## src/hdl/wcis_pkg.sv

```systemverilog
// ----------------------------------------------------------------------------
// wcis_pkg
// Shared types and codes for the word cpu instruction step block.
// ----------------------------------------------------------------------------
`default_nettype none

package wcis_pkg;

  // default ram depth in words
  localparam int unsigned MEM_WORDS_DEF = 65536;

  // command codes
  localparam logic [2:0] CMD_WR_MEM = 3'd0;
  localparam logic [2:0] CMD_RD_MEM = 3'd1;
  localparam logic [2:0] CMD_EXEC   = 3'd2;
  localparam logic [2:0] CMD_WR_REG = 3'd3;
  localparam logic [2:0] CMD_RD_REG = 3'd4;

  // register indexes beyond the general registers
  localparam logic [3:0] RIDX_SP = 4'd8;
  localparam logic [3:0] RIDX_PC = 4'd9;
  localparam logic [3:0] RIDX_O  = 4'd10;

  // basic opcodes
  localparam logic [3:0] OP_NB  = 4'h0;
  localparam logic [3:0] OP_SET = 4'h1;
  localparam logic [3:0] OP_ADD = 4'h2;
  localparam logic [3:0] OP_SUB = 4'h3;
  localparam logic [3:0] OP_MUL = 4'h4;
  localparam logic [3:0] OP_DIV = 4'h5;
  localparam logic [3:0] OP_MOD = 4'h6;
  localparam logic [3:0] OP_SHL = 4'h7;
  localparam logic [3:0] OP_SHR = 4'h8;
  localparam logic [3:0] OP_AND = 4'h9;
  localparam logic [3:0] OP_BOR = 4'ha;
  localparam logic [3:0] OP_XOR = 4'hb;
  localparam logic [3:0] OP_IFE = 4'hc;
  localparam logic [3:0] OP_IFN = 4'hd;
  localparam logic [3:0] OP_IFG = 4'he;
  localparam logic [3:0] OP_IFB = 4'hf;

  // non-basic opcodes
  localparam logic [5:0] NB_JSR = 6'h01;
  localparam logic [5:0] NB_SYS = 6'h02;

  // operand codes with special meaning
  localparam logic [5:0] OPD_POP    = 6'h18;
  localparam logic [5:0] OPD_PEEK   = 6'h19;
  localparam logic [5:0] OPD_PUSH   = 6'h1a;
  localparam logic [5:0] OPD_SP     = 6'h1b;
  localparam logic [5:0] OPD_PC     = 6'h1c;
  localparam logic [5:0] OPD_O      = 6'h1d;
  localparam logic [5:0] OPD_NW_MEM = 6'h1e;
  localparam logic [5:0] OPD_NW_LIT = 6'h1f;

  typedef enum logic [2:0] {
    LOC_REG, LOC_MEM, LOC_SP, LOC_PC, LOC_O, LOC_LIT
  } loc_kind_t;

  typedef struct packed {
    loc_kind_t   kind;
    logic [15:0] idx;
  } loc_t;

  typedef enum logic [3:0] {
    ST_IDLE, ST_MEMRD, ST_INS, ST_RES, ST_NW, ST_VA, ST_VB, ST_OP, ST_DIV, ST_WB,
    ST_DONE
  } exec_state_t;

  typedef struct packed {
    logic [2:0]  cmd;
    logic [15:0] address;
    logic [3:0]  reg_index;
    logic [15:0] data;
  } in_item_t;

  typedef struct packed {
    logic [15:0] read_data;
    logic [15:0] prog_counter;
    logic [15:0] stack_ptr;
    logic [15:0] overflow_word;
    logic        halted;
    logic        will_skip;
    logic [2:0]  cycles_used;
    logic        bad_syscall;
  } out_item_t;

  // queue handshake between front and back
  typedef struct packed {
    logic valid;
    logic pop;
  } q_ctl_t;

endpackage

`default_nettype wire

```

## src/hdl/wcis_front.sv

```systemverilog
// ----------------------------------------------------------------------------
// wcis_front
// Command intake: two-entry queue that decouples the host from the core.
// ----------------------------------------------------------------------------
`default_nettype none

module wcis_front
  import wcis_pkg::*;
(
  input  wire logic     clk,
  input  wire logic     rst_n,
  input  wire logic     start,
  output logic          busy,
  input  wire in_item_t in_item,
  input  wire logic     q_pop,
  output q_ctl_t        q_ctl,
  output in_item_t      q_item
);

  in_item_t   ent_r [2];
  logic       wr_ptr_r, wr_ptr_nxt;
  logic       rd_ptr_r, rd_ptr_nxt;
  logic [1:0] cnt_r, cnt_nxt;
  logic       push;
  logic       pop;

  assign busy   = (cnt_r == 2'd2);
  assign push   = start && !busy;
  assign pop    = q_pop && (cnt_r != 2'd0);
  assign q_item = ent_r[rd_ptr_r];

  always_comb begin
    q_ctl.valid = (cnt_r != 2'd0);
    q_ctl.pop   = pop;
  end

  // pointer and count update
  always_comb begin
    wr_ptr_nxt = push ? ~wr_ptr_r : wr_ptr_r;
    rd_ptr_nxt = pop ? ~rd_ptr_r : rd_ptr_r;
    cnt_nxt    = cnt_r + {1'b0, push} - {1'b0, pop};
  end

  always_ff @(posedge clk) begin
    if (!rst_n) begin
      wr_ptr_r <= 1'b0;
      rd_ptr_r <= 1'b0;
      cnt_r    <= 2'd0;
    end else begin
      wr_ptr_r <= wr_ptr_nxt;
      rd_ptr_r <= rd_ptr_nxt;
      cnt_r    <= cnt_nxt;
    end
  end

  // queue storage
  always_ff @(posedge clk) begin
    if (push) begin
      ent_r[wr_ptr_r] <= in_item;
    end
  end

endmodule

`default_nettype wire

```

## config.mk

```make
export PLATFORM = sky130hd
export DESIGN_NAME = wcis_front
export DESIGN_NICKNAME = d
export VERILOG_FILES = /design/src/hdl/wcis_pkg.sv /design/src/hdl/wcis_front.sv
export SDC_FILE = /design/constraint.sdc
export NUM_CORES = 1
export LEC_CHECK = 0
export BUFFER_PORTS_ARGS = -buffer_cell sky130_fd_sc_hd__buf_4
export CAP_MARGIN = 0
export CORE_ASPECT_RATIO = 0.5
export CORE_MARGIN = 2
export CORE_UTILIZATION = 55
export DETAILED_ROUTE_END_ITERATION = 8
export PLACE_DENSITY_LB_ADDON = 0.1
export SLEW_MARGIN = 20
export SYNTH_ARGS = -nofsm -noshare
export SYNTH_HDL_FRONTEND = slang
export SYNTH_SLANG_ARGS = --single-unit
export TNS_END_PERCENT = 50
```

## constraint.sdc

```tcl
create_clock -name clk -period 4.71 [get_ports clk]
set_input_delay 0.471 -clock clk [delete_from_list [all_inputs] [get_ports clk]]
set_output_delay 0.471 -clock clk [all_outputs]
set_load 0.02 [all_outputs]
```

==> reports/results.txt, run 1 <==
Die Wd: 110.2 um
Crit Path Category: reg2out
CTS root buf: clkbuf_16
fin crit period: 2.395 ns
post-CTS setup buffer count: 0
clock buffer depth: 2
CTS H-Tree Depth: 3
diode count: 0
vias per cell: 4.877
fin crit share: 50.86%
static leakage: 1.607 nW
Fin. Hold Viols: 0
remaining routing DRC violations: 0
total area of sequential cells: 2444 um^2
DRT Pass-1 Iters: 4
routability cong.: 0.7139
Yosys reg bits: 83
Num CTS Buffers: 9
CP Max Fanout: 39
synth warn: 0
status: completed
Die H: 57.10 um
total core area: 5468 um^2
CTS tree: built
row cnt: 19
1st-iter DRT viols: 69
port bufs: 84
Synth area leaders: edfxtp_1 76%, mux2_2 11%, mux2_4 4.8%
M1 WL: 1966 um
clock input transition at the sequential cells of the worst setup and hold paths: 0.06 ns
clk_skew: 0.004810 ns
largest net degree at the start of global routing: 40
Worst Setup End Kind: output port
PD cells: 577.7 nW/um^2
Die Area: 6292 um^2
Routed Wire Length: 4783 um
CTS sink cnt: 83
Worst-Skew Late Latency: 0.32 ns
multi-input logic area: 608.1 um^2
unrepaired setup endpoints after global routing: false
area leader, netlist: edfxtp_1
endpoints failing setup: 0
share of layout cells above drive strength 1: 58.85%
post-synth top area share: 75.51%
wire per inst: 15.14 um
Max-slew headroom: 32.55%
Top Metal Used: met4
Peak VDD IR: 531.1 uV
# IOs: 85
Worst-Margin Slew: 1.012 ns
met3 wire length: 324 um
Worst Hold Class: in2reg
placed cell count: 300
fin cells: 316
net count reported at finish: 284
Post-CTS Resized: 0
CTS Hold Bufs: 0
Avg Cell Area, Syn: 20.96 um^2
WP data required: 4.24 ns
Synth Cell Area: 3102 um^2
vias: 1541
antenna viol nets, final: 0
antenna violations before repair: 0
P&R area growth vs syn: 33.60%
GRT Util Overall: 16.30%
FILL cells: 335
fin. max-slew vios: 0
DPL Wire Length: 3037 um
starting density of the core: 56.73%
final setup TNS: 0 ns
Synth Instances: 148
Final Util: 75.79%
met2 WL: 2459 um
global-route wire length before repair: 7362 um
Hold WS: 0.3305 ns
critical path data arrival time: 1.92 ns
Congestion Overflow GR: 0
maximum clock rate: 0.4175 GHz
syn_nets: 193
sequential area share after synthesis: 78.74%
vias in the first global route: 1626
MaxCap Viol Count: 0
startpoint types: register
distinct cell type count after synthesis: 19
layer usage:
layer	vias up	GRT usage (%)
met1	736	17.53
li1	748	-
met2	52	28.83
met5	-	0
met4	0	5.357
met3	5	7.543
sequential cells by signal, summed over array words and instances (netlist names), named ones only:
signal and count:
ent_r 78, cnt_r 2, rd_ptr_r 1, wr_ptr_r 1
area by class of cell:
class / count / area share [%]
sequential: 83 / 58.97
timing repair buffer: 85 / 15.70
multi-input combinational: 57 / 14.67
clock buffer: 9 / 5.435
clock inverter: 6 / 2.748
tap: 73 / 2.204
inverter: 3 / 0.2717
Yosys cell counts:
cell / n
buf_4: 3
nand2_1: 2
edfxtp_1: 78
dfxtp_1: 5
or2_2: 1
and2_1: 1
xor2_1: 1
mux2_4: 10
mux2i_1: 1
mux2_2: 29
inv_1: 3
xnor2_1: 2
and3_1: 1
buf_8: 1
buf_6: 1
o21a_1: 1
ha_1: 2
nand2b_1: 2
nor2_1: 4
worst max-delay path, cell delays in order (launching register included):
cell	delay (ns)
dfxtp_2	0.99
mux2_2	0.43
buf_4	0.16
per-stage QoR:
| stage | setup WS, ns | area [um^2] | power, mW |
|---|---|---|---|
| after floorplan | 2.051 | 3102 | 1.408 |
| after global placement | 2.616 | 3785 | 1.627 |
| after detailed placement | 2.635 | 3785 | 1.635 |
| after CTS | 2.280 | 4124 | 2.413 |
| after global routing | 2.193 | 4144 | 2.501 |
| final | 2.315 | 4144 | 2.394 |
logic make-up after synthesis:
group / share of synthesized area (%)
adder cells (fa/ha/maj): 0.8066
flip-flops: 78.74
AO/OA/AOI/OAI: 0.2421
XOR/XNOR: 0.8473
AND/OR/NAND/NOR: 1.735
multiplexers: 15.69
buffers and inverters: 1.936
where the power goes:
part / switching [mW] / internal [mW]
registers: 0.0754 / 0.929
logic: 0.300 / 0.318
clock network: 0.256 / 0.516
total: 0.631 / 1.76
cell usage in the layout, fill, tap and decap left out, drive strengths merged, types with 3 or more instances in the layout:
master / count
buf: 85
edfxtp: 78
nor2: 4
mux2: 39
clkbuf: 9
dfxtp: 5
bufinv: 3
inv: 4
final timing paths:
| path | start | to | slack [ns] | depth (start not counted) |
|---|---|---|---|---|
| hold reg to reg | rd_ptr_r | register | 0.52 | 2 |
| hold / removal | in_item[12] | ent_r[0][12] | 0.33 | 1 |
| setup reg to reg | cnt_r[0] | ent_r[1][3] | 2.98 | 2 |
| setup / recovery | register | q_item[3] | 2.31 | 2 |
No activity file was read; power rests on OpenSTA's default activity.
==> run 2, diff against run 1 <==
Settings changed: CORE_UTILIZATION 55 to 46.
Clock period 4.71 ns to 2.2 ns, I/O delays scaled along.
==> run 2 against run 1 <==
  * Sequential power up 110%
  * Non-clock buffer count grew 4
  * Die area is 18% higher
  * Cell area is 1.1% higher
  * Power up 110%
  * Critical path depth grew 1
  * Worst setup slack worse by 1.9 ns
==> reports/results.txt, run 2 (synthesis gave the netlist of run 1 again) <==
status: completed
vias per cell: 4.668
routability cong.: 0.6148
startpoint types: register
Worst Setup End Kind: output port
Die H: 62.07 um
P&R area growth vs syn: 35.14%
Max-slew headroom: 73.46%
port bufs: 84
post-CTS setup buffer count: 0
share of layout cells above drive strength 1: 58.87%
vias in the first global route: 1571
row cnt: 21
critical path data arrival time: 1.52 ns
DRT Pass-1 Iters: 4
Worst Hold Class: in2reg
starting density of the core: 47.03%
most frequent cells in the layout: 88 x buf_4, 78 x edfxtp_1, 29 x mux2_2
final setup TNS: 0 ns
endpoints failing setup: 0
CTS sink cnt: 83
global-route wire length before repair: 7465 um
Worst-Margin Slew: 0.3981 ns
unrepaired setup endpoints after global routing: false
WP data required: 1.98 ns
CTS root buf: clkbuf_16
Hold WS: 0.07359 ns
most common cell after layout, fill and taps aside: buf_4
vias: 1587
diode count: 0
clk_skew: 0.004155 ns
CTS H-Tree Depth: 3
static leakage: 1.632 nW
Top delay family on crit path: buffers and inverters
GRT Util Overall: 14.41%
Peak VDD IR: 630.9 uV
Cell Chain, Critical Path: buf_4 > mux2_2 > buf_4
clock buffer depth: 2
clock input transition at the sequential cells of the worst setup and hold paths: 0.06 ns
wire per inst: 15.10 um
max FFs per register: 78
Congestion Overflow GR: 0
antenna violations before repair: 0
fin crit share: 79.24%
Crit Path Category: reg2out
Worst-Skew Late Latency: 0.33 ns
maximum clock rate: 0.5736 GHz
fin. max-slew vios: 0
largest reg by FF count: ent_r
Routed Wire Length: 5133 um
largest net degree at the start of global routing: 26
DPL Wire Length: 3501 um
cell mode on critical path: buf_4
fin crit period: 1.743 ns
1st-iter DRT viols: 59
Post-CTS Resized: 0
net count reported at finish: 288
remaining routing DRC violations: 0
Buf/Inv on CP: 2
MaxCap Viol Count: 0
antenna viol nets, final: 0
CP Max Fanout: 23
slowest cell delay on critical path: 0.39 ns
total core area: 6595 um^2
# IOs: 85
Die Area: 7456 um^2
Fin. Hold Viols: 0
CTS tree: built
Num CTS Buffers: 9
CTS Hold Bufs: 0
slowest CP cell: mux2_2
Largest regs: ent_r: 78 flops, cnt_r: 2 flops
Die Wd: 120.1 um
PD cells: 1226 nW/um^2
==> run 2: cell types whose count changed in the layout (fill, tap and decap cells not counted) <==
cell | previous run | this run
clkinv_2 | 0 | 2
buf_4 | 84 | 88
clkinv_1 | 0 | 1
clkinvlp_4 | 2 | 0
inv_6 | 1 | 0
clkbuf_1 | 0 | 1
==> run 2: routing by layer <==
layer	wire length (um)	GRT usage, %	vias up
li1	-	-	759
met1	1955	15.02	774
met2	2777	25.97	49
met3	349	6.569	5
met4	51	7.059	0
met5	0	0	-
==> run 2: final cells by class <==
cell class / instances / area [um^2]
Fill cell: 481 / 2404
Timing Repair Buffer: 89 / 680.7
Multi-Input combinational cell: 57 / 608.1
Clock inverter: 6 / 103.9
Tap cell: 92 / 115.1
Sequential cell: 83 / 2444
Inverter: 3 / 11.26
Clock buffer: 10 / 229.0
==> run 2: path summary, 6_finish.rpt <==
kind               start  slack (ns)  cells past startpoint            to
max             register        0.46                      3     q_item[0]
max reg2reg     cnt_r[0]        0.56                      8      cnt_r[1]
min          in_item[16]        0.07                      1  ent_r[0][16]
min reg2reg     wr_ptr_r        0.52                      2      wr_ptr_r
==> run 2: power by group <==
part / internal, mW / switching [mW]
registers: 1.99 / 0.0637
logic: 0.693 / 0.750
clock network: 1.10 / 0.544
==> run 2: per-stage QoR <==
step	worst slack, ns	total power [mW]	instances	utilization (%)	instance area [um^2]
finish	0.4567	5.138	340	63.56	4192
global route	0.3811	5.359	340	63.56	4192
CTS	0.4190	5.204	340	63.56	4192
detailed placement	0.5546	3.553	324	58.51	3859
global placement	0.6319	3.521	324	58.51	3859
floorplan	0.1854	3.013	148	-	3104
==> run 2: worst register-to-register path, stage by stage (launching register included) <==
cell and delay, ns:
dfxtp_1 0.37, nand2b_1 0.16, nand2_1 0.14, ha_1 0.30, inv_1 0.04, ha_1 0.17, xor2_1 0.16, xnor2_1 0.14
nor2_1 0.05
==> run 3, diff against run 2 <==
Clock period 2.2 ns to 1.4 ns, I/O delays scaled along.
==> run 3 against run 2 <==
  * Sequential power is 60% higher
  * Worst setup slack lost 0.61 ns
  * Die area unchanged
  * Critical path type unchanged
  * Critical endpoint is now q_item[20]
  * First-iteration DRC count up 34%
  * Global-route usage rose by 1.6 points
  * Non-clock buffer count grew 47
  * The flow now finishes with violations (negative setup slack)
  * Cell area up 18%
  * Critical path depth did not move
  * Final cell count up 14%
  * Routed wire length rose by 17%
==> reports/results.txt, run 3 (synthesis gave the netlist of run 1 again) <==
CTS sink cnt: 83
net count reported at finish: 335
fin. max-slew vios: 0
Largest regs: ent_r: 78 flops, cnt_r: 2 flops
combinational share of power: 37.2%
WP data required: 1.26 ns
fin cells: 387
Die Wd: 120.1 um
total core area: 6595 um^2
Fin. Hold Viols: 0
most common cell after layout, fill and taps aside: edfxtp_1
MaxCap Viol Count: 0
worst setup margin: -0.1530 ns
Cell Chain, Critical Path: clkbuf_16 > mux2_2 > buf_6
P_int: 6.075 mW
remaining routing DRC violations: 0
CTS tree: built
Max-slew headroom: 86.96%
antenna viol nets, final: 0
port bufs: 84
diode count: 0
# IOs: 85
global-route wire length before repair: 8238 um
slowest CP cell: dfxtp_4
Buf/Inv on CP: 2
max FFs per register: 78
vias per cell: 4.625
WHS Path Cells: 2
static leakage: 1.946 nW
CTS root buf: clkbuf_16
vias: 1790
pre-CTS setup slack: -0.1267 ns
PD cells: 1713 nW/um^2
clock buffer depth: 2
Top delay family on crit path: flip-flops
row cnt: 21
setup slack, reg-to-reg: -0.15 ns
largest reg by FF count: ent_r
largest net degree at the start of global routing: 23
Crit Path Category: reg2out
clk_skew: 0.003186 ns
vias in the first global route: 1780
Worst-Skew Late Latency: 0.33 ns
share of layout cells above drive strength 1: 54.24%
GRT Util Overall: 16.00%
Hold EP: cnt_r[0]
failing checks: negative setup slack
starting density of the core: 47.03%
startpoint types: register
Worst Hold Class: in2reg
Routed Wire Length: 5988 um
status: complete, but fails checks
Hold WS: 0.04341 ns
RR Endpoint: cnt_r[1]
Num CTS Buffers: 9
switch share: 28.24%
fin crit period: 1.553 ns
Congestion Overflow GR: 0
critical path data arrival time: 1.41 ns
P&R area growth vs syn: 59.38%
Peak VDD IR: 1060 uV
Worst R2R Start: cnt_r[0]
r2r worst-path depth: 7
CP Max Fanout: 8
antenna violations before repair: 0
Final Util: 74.96%
maximum clock rate: 0.6439 GHz
clock share of power: 24.0%
wire per inst: 15.47 um
clock input transition at the sequential cells of the worst setup and hold paths: 0.06 ns
routability cong.: 0.6352
Die Area: 7456 um^2
DRT Pass-1 Iters: 4
Die H: 62.07 um
Sw Pwr: 2.391 mW
unrepaired setup endpoints after global routing: true
endpoints failing setup: 41
Hold Crit Start: rst_n
slowest cell delay on critical path: 0.42 ns
1st-iter DRT viols: 79
Sequential Power Share: 38.8%
FILL cells: 412
Worst-Margin Slew: 0.1942 ns
Worst Setup End Kind: output port
placed cell count: 329
most frequent cells in the layout: 78 x edfxtp_1, 51 x buf_4, 39 x dlygate4sd3_1
CTS H-Tree Depth: 3
fin crit share: 110.9%
run 3: cell type report:
| type | count | area [um^2] | area share [%] |
|---|---|---|---|
| multi-input cells | 57 | 734.5 | 14.86 |
| repair buffers | 136 | 1371 | 27.74 |
| flip-flops and latches | 83 | 2451 | 49.58 |
| well taps | 92 | 115.1 | 2.329 |
| inverters | 3 | 11.26 | 0.2278 |
| clock inverters | 7 | 35.03 | 0.7087 |
| clock buffers | 9 | 225.2 | 4.556 |
run 3: metal layers:
| metal | vias to the layer above | wire length, um | share of wire (%) | track usage, % |
|---|---|---|---|---|
| li1 | 849 | - | - | - |
| met1 | 881 | 2472 | 41 | 16.85 |
| met5 | - | 0 | 0 | 0 |
| met3 | 7 | 328 | 5.5 | 7.391 |
| met2 | 53 | 3078 | 51 | 27.92 |
| met4 | 0 | 107 | 1.8 | 9.076 |
run 3: power by group through the flow:
| stage | Combinational (mW) | Clock (mW) | Sequential [mW] |
|---|---|---|---|
| after CTS | 2.70 | 2.11 | 3.24 |
| after detailed placement | 2.47 | 0 | 3.28 |
| final | 3.15 | 2.03 | 3.28 |
| after global placement | 2.44 | 0 | 3.26 |
| after global routing | 3.32 | 2.20 | 3.32 |
| after floorplan | 1.51 | 0 | 3.26 |
run 3: repair_timing:
| action | 4_1_cts | 5_1_grt |
|---|---|---|
| setup buffers | 0 | 1 |
| hold buffers | 39 | 0 |
| resized for setup | 19 | 51 |
| endpoints found under the setup margin | 41 | 42 |
| pin swaps | 0 | 6 |
| endpoints found under the hold margin | 78 | 0 |
| gates cloned | 0 | 2 |
run 3: how the worst max path moves through the flow:
stage                   from          end  slack [ns]  cells after the start
finish              register   q_item[20]       -0.15                      3
CTS                 register   q_item[22]       -0.19                      3
global placement    cnt_r[1]     cnt_r[1]       -0.06                      7
detailed placement  cnt_r[1]     cnt_r[1]       -0.13                      7
floorplan           cnt_r[0]  ent_r[0][0]       -0.12                      3
global route        cnt_r[0]     cnt_r[1]       -0.22                      7
run 3: per-stage QoR:
stage | TNS, ns | instance area [um^2] | total power [mW]
6_report | -4.970 | 4943 | 8.466
3_3_place_gp | -0.05872 | 3963 | 5.702
4_1_cts | -6.020 | 4682 | 8.041
5_1_grt | -6.661 | 4943 | 8.847
2_1_floorplan | -6.954 | 3127 | 4.767
3_5_place_dp | -0.1267 | 3963 | 5.755
